==> src/hdl/owrs_pkg.sv <==
// Package for the 1-Wire ROM search engine: opcode and status codes,
// the search state record and the per-transaction result record.
// No dependencies; imported by every module of the block.
package owrs_pkg;

  typedef enum logic [1:0] {
    OP_CLEAR = 2'd0,
    OP_START = 2'd1,
    OP_PAIR  = 2'd2
  } owrs_op_e;

  typedef enum logic [2:0] {
    ST_CONTINUE = 3'd0,
    ST_FOUND    = 3'd1,
    ST_FAILED   = 3'd2,
    ST_WAS_LAST = 3'd3,
    ST_ACK      = 3'd4
  } owrs_status_e;

  // One past the highest bit position that may still record the family discrepancy.
  localparam logic [6:0] FamilyLimit = 7'd9;

  typedef struct packed {
    logic [63:0] rom_shadow;
    logic [6:0]  last_fork;
    logic [3:0]  family_fork;
    logic        last_found;
    logic [6:0]  bit_position;
    logic [6:0]  pass_last_zero;
    logic        pass_active;
  } owrs_state_t;

  localparam owrs_state_t StateReset = '{
    rom_shadow:     64'd0,
    last_fork:      7'd0,
    family_fork:    4'd0,
    last_found:     1'b0,
    bit_position:   7'd1,
    pass_last_zero: 7'd0,
    pass_active:    1'b0
  };

  typedef struct packed {
    owrs_status_e status;
    logic         write_valid;
    logic         direction;
    logic [63:0]  rom_code;
    logic [3:0]   family_point;
    logic         last_device;
  } owrs_result_t;

endpackage

==> src/hdl/owrs_step.sv <==
// Combinational decision step of the 1-Wire ROM search engine.
// Maps one transaction and the current search state to the next state and
// one result. Depends on owrs_pkg.
module owrs_step import owrs_pkg::*; #(
  parameter int ROM_BYTES = 8
) (
  input  logic [1:0]   opcode_i,
  input  logic         presence_i,
  input  logic         id_bit_i,
  input  logic         complement_bit_i,
  input  owrs_state_t  state_i,
  output owrs_state_t  state_o,
  output owrs_result_t result_o
);

  localparam logic [6:0] TotalBits = 7'(8 * ROM_BYTES);

  logic [6:0]  pos;
  logic [5:0]  idx;
  logic        dir;
  logic [63:0] rom_next;
  logic [6:0]  last_zero_next;
  logic [3:0]  family_next;

  // Position clamped to 1..64; index of the ROM bit it addresses.
  always_comb begin
    pos = state_i.bit_position;
    if (pos == 7'd0) begin
      pos = 7'd1;
    end else if (pos > 7'd64) begin
      pos = 7'd64;
    end
    idx = 6'(pos - 7'd1);
  end

  // Direction choice and the shadow and discrepancy values it leads to.
  always_comb begin
    last_zero_next = state_i.pass_last_zero;
    family_next    = state_i.family_fork;
    if (id_bit_i != complement_bit_i) begin
      dir = id_bit_i;
    end else begin
      if (pos < state_i.last_fork) begin
        dir = state_i.rom_shadow[idx];
      end else begin
        dir = (pos == state_i.last_fork);
      end
      if (!dir) begin
        last_zero_next = pos;
        if (pos < FamilyLimit) begin
          family_next = pos[3:0];
        end
      end
    end
    rom_next      = state_i.rom_shadow;
    rom_next[idx] = dir;
  end

  always_comb begin
    state_o  = state_i;
    result_o = '{status: ST_ACK, write_valid: 1'b0, direction: 1'b0,
                 rom_code: 64'd0, family_point: 4'd0, last_device: 1'b0};
    unique case (opcode_i)
      OP_CLEAR: begin
        state_o = StateReset;
      end
      OP_START: begin
        state_o.pass_active = 1'b0;
        if (state_i.last_found) begin
          state_o.last_fork   = 7'd0;
          state_o.family_fork = 4'd0;
          state_o.last_found  = 1'b0;
          result_o.status     = ST_WAS_LAST;
        end else if (!presence_i) begin
          state_o.last_fork   = 7'd0;
          state_o.family_fork = 4'd0;
          state_o.last_found  = 1'b0;
          result_o.status     = ST_FAILED;
        end else begin
          state_o.pass_active    = 1'b1;
          state_o.bit_position   = 7'd1;
          state_o.pass_last_zero = 7'd0;
          result_o.status        = ST_CONTINUE;
        end
      end
      OP_PAIR: begin
        if (state_i.pass_active) begin
          if (id_bit_i && complement_bit_i) begin
            // No device answered this slot: abandon the pass.
            state_o.last_fork   = 7'd0;
            state_o.family_fork = 4'd0;
            state_o.last_found  = 1'b0;
            state_o.pass_active = 1'b0;
            result_o.status     = ST_FAILED;
          end else begin
            state_o.rom_shadow     = rom_next;
            state_o.pass_last_zero = last_zero_next;
            state_o.family_fork    = family_next;
            state_o.bit_position   = pos + 7'd1;
            result_o.write_valid   = 1'b1;
            result_o.direction     = dir;
            result_o.status        = ST_CONTINUE;
            if (pos >= TotalBits) begin
              state_o.pass_active = 1'b0;
              state_o.last_fork   = last_zero_next;
              if (last_zero_next == 7'd0) begin
                state_o.last_found = 1'b1;
              end
              if (rom_next[7:0] == 8'd0) begin
                // A zero family byte cannot be a real device.
                state_o.last_fork   = 7'd0;
                state_o.family_fork = 4'd0;
                state_o.last_found  = 1'b0;
                result_o.status     = ST_FAILED;
              end else begin
                result_o.status       = ST_FOUND;
                result_o.rom_code     = rom_next;
                result_o.family_point = family_next;
                result_o.last_device  = state_o.last_found;
              end
            end
          end
        end
      end
      default: begin
        state_o = state_i;
      end
    endcase
  end

endmodule

==> src/hdl/one_wire_rom_search.sv <==
// Top level of the 1-Wire ROM search decision engine.
// Holds the input register, the search state and the result register;
// depends on owrs_pkg and owrs_step.
//
//   Channel | Direction | Handshake                | Payload
//   --------+-----------+--------------------------+-------------------------------
//   in      | input     | in_valid_i / in_stall_o  | opcode, presence, id/compl bit
//   out     | output    | out_valid_o / out_stall_i| status, write_valid, direction,
//           |           |                          | rom_code, family_point, last_dev
//
// Every transaction yields exactly one result. A transaction is captured in
// the input register, evaluated there against the search state, and its
// result lands in the output register at the same edge that updates the
// state. One transaction is taken per cycle for as long as the output side
// is not stalling.
// Reset is asynchronous and active low; it returns the search state to its
// idle values and empties both registers.
// A stall on the output holds the result register, and the input register
// then holds its transaction and raises in_stall_o in the same cycle.
module one_wire_rom_search import owrs_pkg::*; #(
  parameter int ROM_BYTES = 8
) (
  input  logic        clk_i,
  input  logic        rst_ni,
  input  logic        in_valid_i,
  output logic        in_stall_o,
  input  logic [1:0]  opcode_i,
  input  logic        presence_i,
  input  logic        id_bit_i,
  input  logic        complement_bit_i,
  output logic        out_valid_o,
  input  logic        out_stall_i,
  output logic [2:0]  status_o,
  output logic        write_valid_o,
  output logic        direction_o,
  output logic [63:0] rom_code_o,
  output logic [3:0]  family_point_o,
  output logic        last_device_o
);

  // Input register: valid bit plus the raw transaction fields.
  logic       in_valid_q;
  logic [1:0] opcode_q;
  logic       presence_q;
  logic       id_bit_q;
  logic       complement_bit_q;

  // Search state, updated only when a transaction moves into the result.
  owrs_state_t state_q, state_d;

  // Result register.
  logic         out_valid_q;
  owrs_result_t result_q, result_d;

  logic advance;
  logic in_accept;

  // The evaluated transaction leaves the input register whenever the result
  // register is empty or is being drained in this cycle.
  assign advance    = in_valid_q && (!out_valid_q || !out_stall_i);
  assign in_stall_o = in_valid_q && !advance;
  assign in_accept  = in_valid_i && !in_stall_o;

  owrs_step #(
    .ROM_BYTES (ROM_BYTES)
  ) u_step (
    .opcode_i         (opcode_q),
    .presence_i       (presence_q),
    .id_bit_i         (id_bit_q),
    .complement_bit_i (complement_bit_q),
    .state_i          (state_q),
    .state_o          (state_d),
    .result_o         (result_d)
  );

  always_ff @(posedge clk_i or negedge rst_ni) begin
    if (!rst_ni) begin
      in_valid_q <= 1'b0;
    end else if (!in_stall_o) begin
      in_valid_q <= in_valid_i;
    end
  end

  always_ff @(posedge clk_i) begin
    if (in_accept) begin
      opcode_q         <= opcode_i;
      presence_q       <= presence_i;
      id_bit_q         <= id_bit_i;
      complement_bit_q <= complement_bit_i;
    end
  end

  always_ff @(posedge clk_i or negedge rst_ni) begin
    if (!rst_ni) begin
      state_q <= StateReset;
    end else if (advance) begin
      state_q <= state_d;
    end
  end

  always_ff @(posedge clk_i or negedge rst_ni) begin
    if (!rst_ni) begin
      out_valid_q <= 1'b0;
    end else if (advance) begin
      out_valid_q <= 1'b1;
    end else if (!out_stall_i) begin
      out_valid_q <= 1'b0;
    end
  end

  always_ff @(posedge clk_i) begin
    if (advance) begin
      result_q <= result_d;
    end
  end

  assign out_valid_o    = out_valid_q;
  assign status_o       = result_q.status;
  assign write_valid_o  = result_q.write_valid;
  assign direction_o    = result_q.direction;
  assign rom_code_o     = result_q.rom_code;
  assign family_point_o = result_q.family_point;
  assign last_device_o  = result_q.last_device;

endmodule

==> config.mk <==
export PLATFORM = sky130hd
export DESIGN_NAME = one_wire_rom_search
export DESIGN_NICKNAME = d
export VERILOG_FILES = /design/src/hdl/owrs_pkg.sv /design/src/hdl/owrs_step.sv /design/src/hdl/one_wire_rom_search.sv
export SDC_FILE = /design/constraint.sdc
export NUM_CORES = 1
export LEC_CHECK = 0
export ABC_CLOCK_PERIOD_IN_PS = 4800
export BUFFER_PORTS_ARGS = -buffer_cell sky130_fd_sc_hd__buf_2
export CAP_MARGIN = 40
export CORE_MARGIN = 10
export CORE_UTILIZATION = 50
export DETAILED_ROUTE_END_ITERATION = 10
export PLACE_DENSITY = 0.72
export SKIP_LAST_GASP = 1
export SYNTH_ARGS = -nofsm -noshare
export SYNTH_HDL_FRONTEND = slang
export SYNTH_SLANG_ARGS = --single-unit
==> constraint.sdc <==
create_clock -name clk_i -period 4.8 [get_ports clk_i]
set_input_delay 0.48 -clock clk_i [delete_from_list [all_inputs] [get_ports clk_i]]
set_output_delay 0.48 -clock clk_i [all_outputs]
set_load 0.01 [all_outputs]
==> flow_summary.yaml, run 1 <==
status:
  status: "finished clean"
critical_path:
  path_class: "flip-flop to flip-flop"
  path_buf_inv: 1
  rrSetupSlack_ns: 0.31
  slowest_delay_ns: 0.66
  r2r.worst_path.cells: 12
  cp_data_required_time_ns: 5.12
  cp_top_family: "simple AND/OR/NAND/NOR gates"
  path_max_fanout: 10
  crit_chain: "or3_1 > o21ai_1 > inv_2 > ha_1 > and2_1 > or4_4 > and3_4 > a2111oi_2 > a211oi_2 > o41ai_2 > nand3_1 > a32o_1"
  crit_start: "state_q[9]"
  crit_cells: 12
  crit_path_end_kind: "flip-flop"
  setup.worst_path.start_class: "flip-flop"
  critPathArrivalTime_ns: 4.81
  crit_slowest_cell: "o41ai_2"
  rr_startpoint: "state_q[9]"
  r2r_end: "state_q[6]"
place:
  gp_congestion: 0.987
  place_area_mm2: 0.00981
  hpwl_um: 16700
  portBuffers: 84
logic_synthesis:
  seq_area_frac_synth: 0.516
  yosysWarnings: 0
  synth_top_family_by_area: "compound AO/OA/AOI/OAI gates"
  yosys.area_share.simple: 0.149
  ys.flop_type: "dfrtp_1"
  synth_fp_nets: 940
  yosysTopAreaCellShare: 0.260
  synth_fa_ha_area_frac: 0.0192
  yosys.area_share.xor_xnor: 0.00481
  syn-instance-count: 917
  synth_common_cells: "nor2_1, dfrtp_1, edfxtp_1"
  syn_area_mm2: 0.00911
  netlist-cell-type-count: 81
  synth-compound-area-share: 0.232
  synth-seq-cells: 172
  syn_area_per_cell_um2: 9.93
  synth_edf_count: 79
  yosysTopAreaCell: "edfxtp_1"
  async_reset_ff_frac: 0.541
  synthMuxAreaShare: 0.0304
  synthTopCellsByArea: "edfxtp_1, dfrtp_1, nor2_1"
  yosysMostFrequentCell: "nor2_1"
routing:
  vias_per_cell: 6.33
  via_count: 7710
  postRouteAntennaNets: 0
  drt_first_pass_iters: 6
  drt-initial-drc-count: 1017
  finalWirelength_um: 24800
  wl_per_cell_um: 20.4
  drc: 0
timing:
  maxSlewViolCount: 0
  hold_viol_final: 0
  setup_viol: 0
  tightestPinTransition_ns: 0.820
  fin_hold_ws_ns: 0.0936
  timing.setup.tns_ns: 0
  rsz0062_at_grt: "no"
  max_freq_mhz: 223
  skew_ns: 0.00865
  relSlewSlack: 0.452
  post-route-min-period_ns: 4.49
  period_share: 0.935
layout:
  area_delta_synth_final_pct: 14.1
  multi_input_area_mm2: 0.00399
  fillerInstances: 1529
  seqCellArea_mm2: 0.00470
  antennaDiodeCount: 0
  layout.nets: 999
  design_area_mm2: 0.0104
  drive_gt1_frac: 0.177
hold_path:
  holdCritPathClass: "input port to asynchronous set/reset pin"
grt:
  use_met1: 0.296
  grt_use_total: 0.207
  antenna_found_initial: 0
  use_met3: 0.0538
  first_global_vias: 7293
  grt_pass1_wl_um: 40400
  overflow: 0
  grt_util_met2: 0.295
  busiest_layer: "met1"
  grt_max_degree: 86
power_and_ir_drop:
  cellLeakagePower_nw: 4.21
  powerDensity_mw_per_mm2: 313
  vdd_ir_drop_max_mv: 0.261
  p_total_mw: 3.25
floorplan:
  initial_core_util: 0.507
  chipHeight_um: 155
  fp.coreArea_mm2: 0.0180
  rows: 49
  ioPinCount: 85
  die_area_mm2: 0.0240
  die_x_um: 155
clock_tree:
  cts_buffer_depth: 2
  cts_hold_buf: 0
  post_cts_buffers: 0
  cts_resized: 0
  cts_buffers: 17
  clk_pin_slew_ns: 0.06
  cts_tree: "done"
  cts_root_buffer: "clkbuf_16"
  htreeDepth: 4
  cts_sinks: 172
  worstSkewPairLatency_ns: 0.44
flow_run:
  drv_cap: 0
[stage by stage]
stage	util	std cells	worst slack, ns
final	0.578	1218	0.313
after global routing	0.578	1218	0.145
after CTS	0.578	1218	0.358
after detailed placement	0.546	1186	0.376
after global placement	0.544	1185	0.424
after floorplan	-	917	0.0958
[metal layers]
layer | share of wire | vias up | wire [um]
li1 | - | 3559 | -
met1 | 0.44 | 3651 | 10900
met2 | 0.44 | 435 | 10900
met3 | 0.095 | 65 | 2360
met4 | 0.029 | 0 | 715
met5 | 0 | - | 0
[flip-flops by register name (all words and copies together), names as in the netlist]
register	flops
last_device_o	1
status_o	3
in_valid_q	1
rom_code_o	64
presence_q	1
out_valid_o	1
family_point_o	4
opcode_q	2
id_bit_q	1
direction_o	1
complement_bit_q	1
write_valid_o	1
state_q	91
[power breakdown]
| part | total (mW) | internal, mW | switching, mW |
|---|---|---|---|
| clock | 1.38 | 0.793 | 0.584 |
| combinational | 0.258 | 0.0751 | 0.182 |
| sequential | 1.62 | 1.60 | 0.0229 |
[placed cells by master (no fill, tap or decap), types with 12 or more instances in the layout]
master / Yosys / routed
nand3_1: 15 / 15
a21oi_1: 41 / 41
dfrtp_1: 92 / 92
ha_1: 14 / 14
nor2_1: 151 / 151
nand2b_1: 12 / 12
clkbuf_16: 0 / 18
o31ai_1: 13 / 13
mux2i_1: 13 / 13
buf_4: 1 / 29
o41ai_1: 61 / 61
a32o_1: 17 / 17
edfxtp_1: 79 / 79
inv_1: 33 / 33
o21ai_0: 76 / 75
nand2_1: 61 / 60
buf_2: 15 / 83
o21a_1: 24 / 24
[how the worst max path moves through the flow]
stage | end | slack (ns)
floorplan | state_q[39] | 0.1
global placement | state_q[6] | 0.42
detailed placement | state_q[3] | 0.38
CTS | state_q[6] | 0.36
global route | state_q[6] | 0.15
finish | state_q[6] | 0.31
[cell type report]
class                      instances  area share
timing repair buffer             115      0.0674
tap                              229      0.0276
clock buffer                      25      0.0488
sequential                       172       0.452
inverter                          35      0.0126
multi-input combinational        635       0.384
clock inverter                     7     0.00759
[cell families after synthesis]
logic type | count (synthesis)
and+or+nand+nor | 300
AOI/OAI and AO/OA | 295
DFF | 172
buffers and inverters | 110
muxes | 21
adders and majority gates | 14
xor gates and xnor gates | 5
Power figures use the tool's default switching activity.
==> run 2: changes to the inputs <==
--- a/config.mk
+++ b/config.mk
@@ -12,6 +12,7 @@
 export CORE_UTILIZATION = 50
 export DETAILED_ROUTE_END_ITERATION = 10
 export PLACE_DENSITY = 0.72
+export REMOVE_ABC_BUFFERS = 1
 export SKIP_LAST_GASP = 1
 export SYNTH_ARGS = -nofsm -noshare
 export SYNTH_HDL_FRONTEND = slang
==> flow_summary.yaml, run 2 (synthesized netlist as in run 1, its figures left out) <==
status:
  status: "finished clean"
clock_tree:
  cts_sinks: 172
  clk_pin_slew_ns: 0.06
  cts_resized: 0
  cts_root_buffer: "clkbuf_16"
  htreeDepth: 4
  cts_tree: "done"
  cts_buffers: 17
  cts_buffer_depth: 2
  worstSkewPairLatency_ns: 0.44
  cts_hold_buf: 0
  post_cts_buffers: 0
critical_path:
  critPathArrivalTime_ns: 4.74
  crit_cells: 13
  r2r_end: "state_q[81]"
  cp_data_required_time_ns: 5.08
  crit_start: "state_q[9]"
  cp_top_family: "compound AO/OA/AOI/OAI gates"
  crit_chain: "or3_1 > o21ai_1 > inv_2 > ha_1 > and2_1 > or4_4 > and3_4 > a2111oi_2 > a211oi_2 > o41a_2 > mux2i_4 > buf_4 > o41ai_1"
  slowest_delay_ns: 0.60
  r2r.worst_path.cells: 13
  path_buf_inv: 2
  path_class: "flip-flop to flip-flop"
  path_max_fanout: 30
  critPathCapture: "state_q[81]"
  setup.worst_path.start_class: "flip-flop"
  rr_startpoint: "state_q[9]"
  rrSetupSlack_ns: 0.33
  crit_slowest_cell: "o41a_2"
  crit_path_end_kind: "flip-flop"
timing:
  post-route-min-period_ns: 4.47
  skew_ns: 0.00774
  timing.setup.tns_ns: 0
  tightestPinTransition_ns: 0.892
  rsz0062_at_grt: "no"
  maxSlewViolCount: 0
  fin_hold_ws_ns: 0.0656
  relSlewSlack: 0.406
  hold_viol_final: 0
  setup_viol: 0
  period_share: 0.930
  max_freq_mhz: 224
layout:
  area_delta_synth_final_pct: 13.1
  utilization: 0.574
  fillerInstances: 1526
  layout_common_cells: "nor2_1, dfrtp_1, buf_2"
  drive_gt1_frac: 0.176
  layout.cells.most_common: "nor2_1"
  largest_reg_flops: 91
  regMostFlops: "state_q"
  layout.nets: 995
  antennaDiodeCount: 0
place:
  portBuffers: 84
  gp_congestion: 0.954
  hpwl_um: 16300
floorplan:
  initial_core_util: 0.507
  rows: 49
  fp.coreArea_mm2: 0.0180
  chipHeight_um: 155
  ioPinCount: 85
  die_x_um: 155
  die_area_mm2: 0.0240
grt:
  overflow: 0
  antenna_found_initial: 0
  grt_max_degree: 87
  grt_pass1_wl_um: 40200
  first_global_vias: 7423
  grt_use_total: 0.205
routing:
  finalWirelength_um: 24600
  drt_first_pass_iters: 6
  drt-initial-drc-count: 861
  via_count: 7667
  postRouteAntennaNets: 0
  wl_per_cell_um: 20.3
  vias_per_cell: 6.32
  drc: 0
power_and_ir_drop:
  internal-power_mw: 2.39
  cellLeakagePower_nw: 4.14
  p_total_mw: 3.18
  swShare: 0.250
  vdd_ir_drop_max_mv: 0.255
  pwr-share-seq: 0.509
  powerDensity_mw_per_mm2: 309
  pwr-share-comb: 0.080
  p_sw_mw: 0.795
  clockPowerShare: 0.411
flow_run:
  drv_cap: 0
hold_path:
  holdCritPathClass: "input port to asynchronous set/reset pin"
-- run 2: changes by cell type in the layout (fill, tap and decap cells not counted) --
| cell | change |
|---|---|
| clkinv_4 | +1 |
| buf_16 | -1 |
| buf_12 | -1 |
| a31oi_1 | -1 |
| clkinv_1 | +1 |
| clkbuf_8 | -3 |
| clkinv_2 | +1 |
| buf_4 | -2 |
| clkbuf_1 | -2 |
| clkbuf_16 | -1 |
| a31oi_2 | +1 |
| clkinvlp_4 | +4 |
| inv_4 | -1 |
-- run 2: power by group through the flow --
stage,Combinational (mW),Clock (mW),Sequential (mW)
global placement,0.254,0,1.65
floorplan,0.114,0,1.67
detailed placement,0.255,0,1.65
finish,0.254,1.31,1.62
CTS,0.257,1.33,1.62
global route,0.280,1.39,1.62
-- run 2: how the worst min path moves through the flow --
stage / start / end / cells past startpoint
after global routing: rst_ni / in_valid_q / 1
after global placement: state_q[25] / state_q[25] / 1
after CTS: rst_ni / in_valid_q / 1
after floorplan: rst_ni / in_valid_q / 0
after detailed placement: state_q[25] / state_q[25] / 1
final: rst_ni / in_valid_q / 1
-- run 2: layout make-up --
cell class / instances / area (um2) / area share
timing repair buffer: 111 / 638 / 0.0619
clock inverter: 13 / 120 / 0.0117
inverter: 35 / 131 / 0.0128
clock buffer: 19 / 433 / 0.0420
sequential: 172 / 4700 / 0.456
multi-input combinational: 635 / 3990 / 0.388
tap: 229 / 287 / 0.0278
-- run 2: worst reg2reg max path, stage by stage (launching register included) --
cell       delay [ns]
dfrtp_1          0.48
or3_1            0.42
o21ai_1          0.29
inv_2            0.07
ha_1             0.24
and2_1           0.23
or4_4            0.49
and3_4           0.24
a2111oi_2        0.42
a211oi_2         0.12
o41a_2           0.60
mux2i_4          0.21
buf_4            0.37
o41ai_1          0.14
-- run 2: stage by stage --
| stage | setup slack [ns] | std cells | area, um2 |
|---|---|---|---|
| 2_1_floorplan | -3.62 | 842 | 8800 |
| 3_3_place_gp | 0.451 | 1182 | 9740 |
| 3_5_place_dp | 0.340 | 1182 | 9740 |
| 4_1_cts | 0.304 | 1214 | 10300 |
| 5_1_grt | 0.141 | 1214 | 10300 |
| 6_report | 0.334 | 1214 | 10300 |
-- run 2: layer usage --
layer  vias to the layer above  GRT usage  part of all wire
li1                       3537          -                 -
met1                      3739      0.270              0.42
met2                       342      0.328              0.48
met3                        49     0.0427             0.074
met4                         0     0.0747             0.023
met5                         -          0                 0
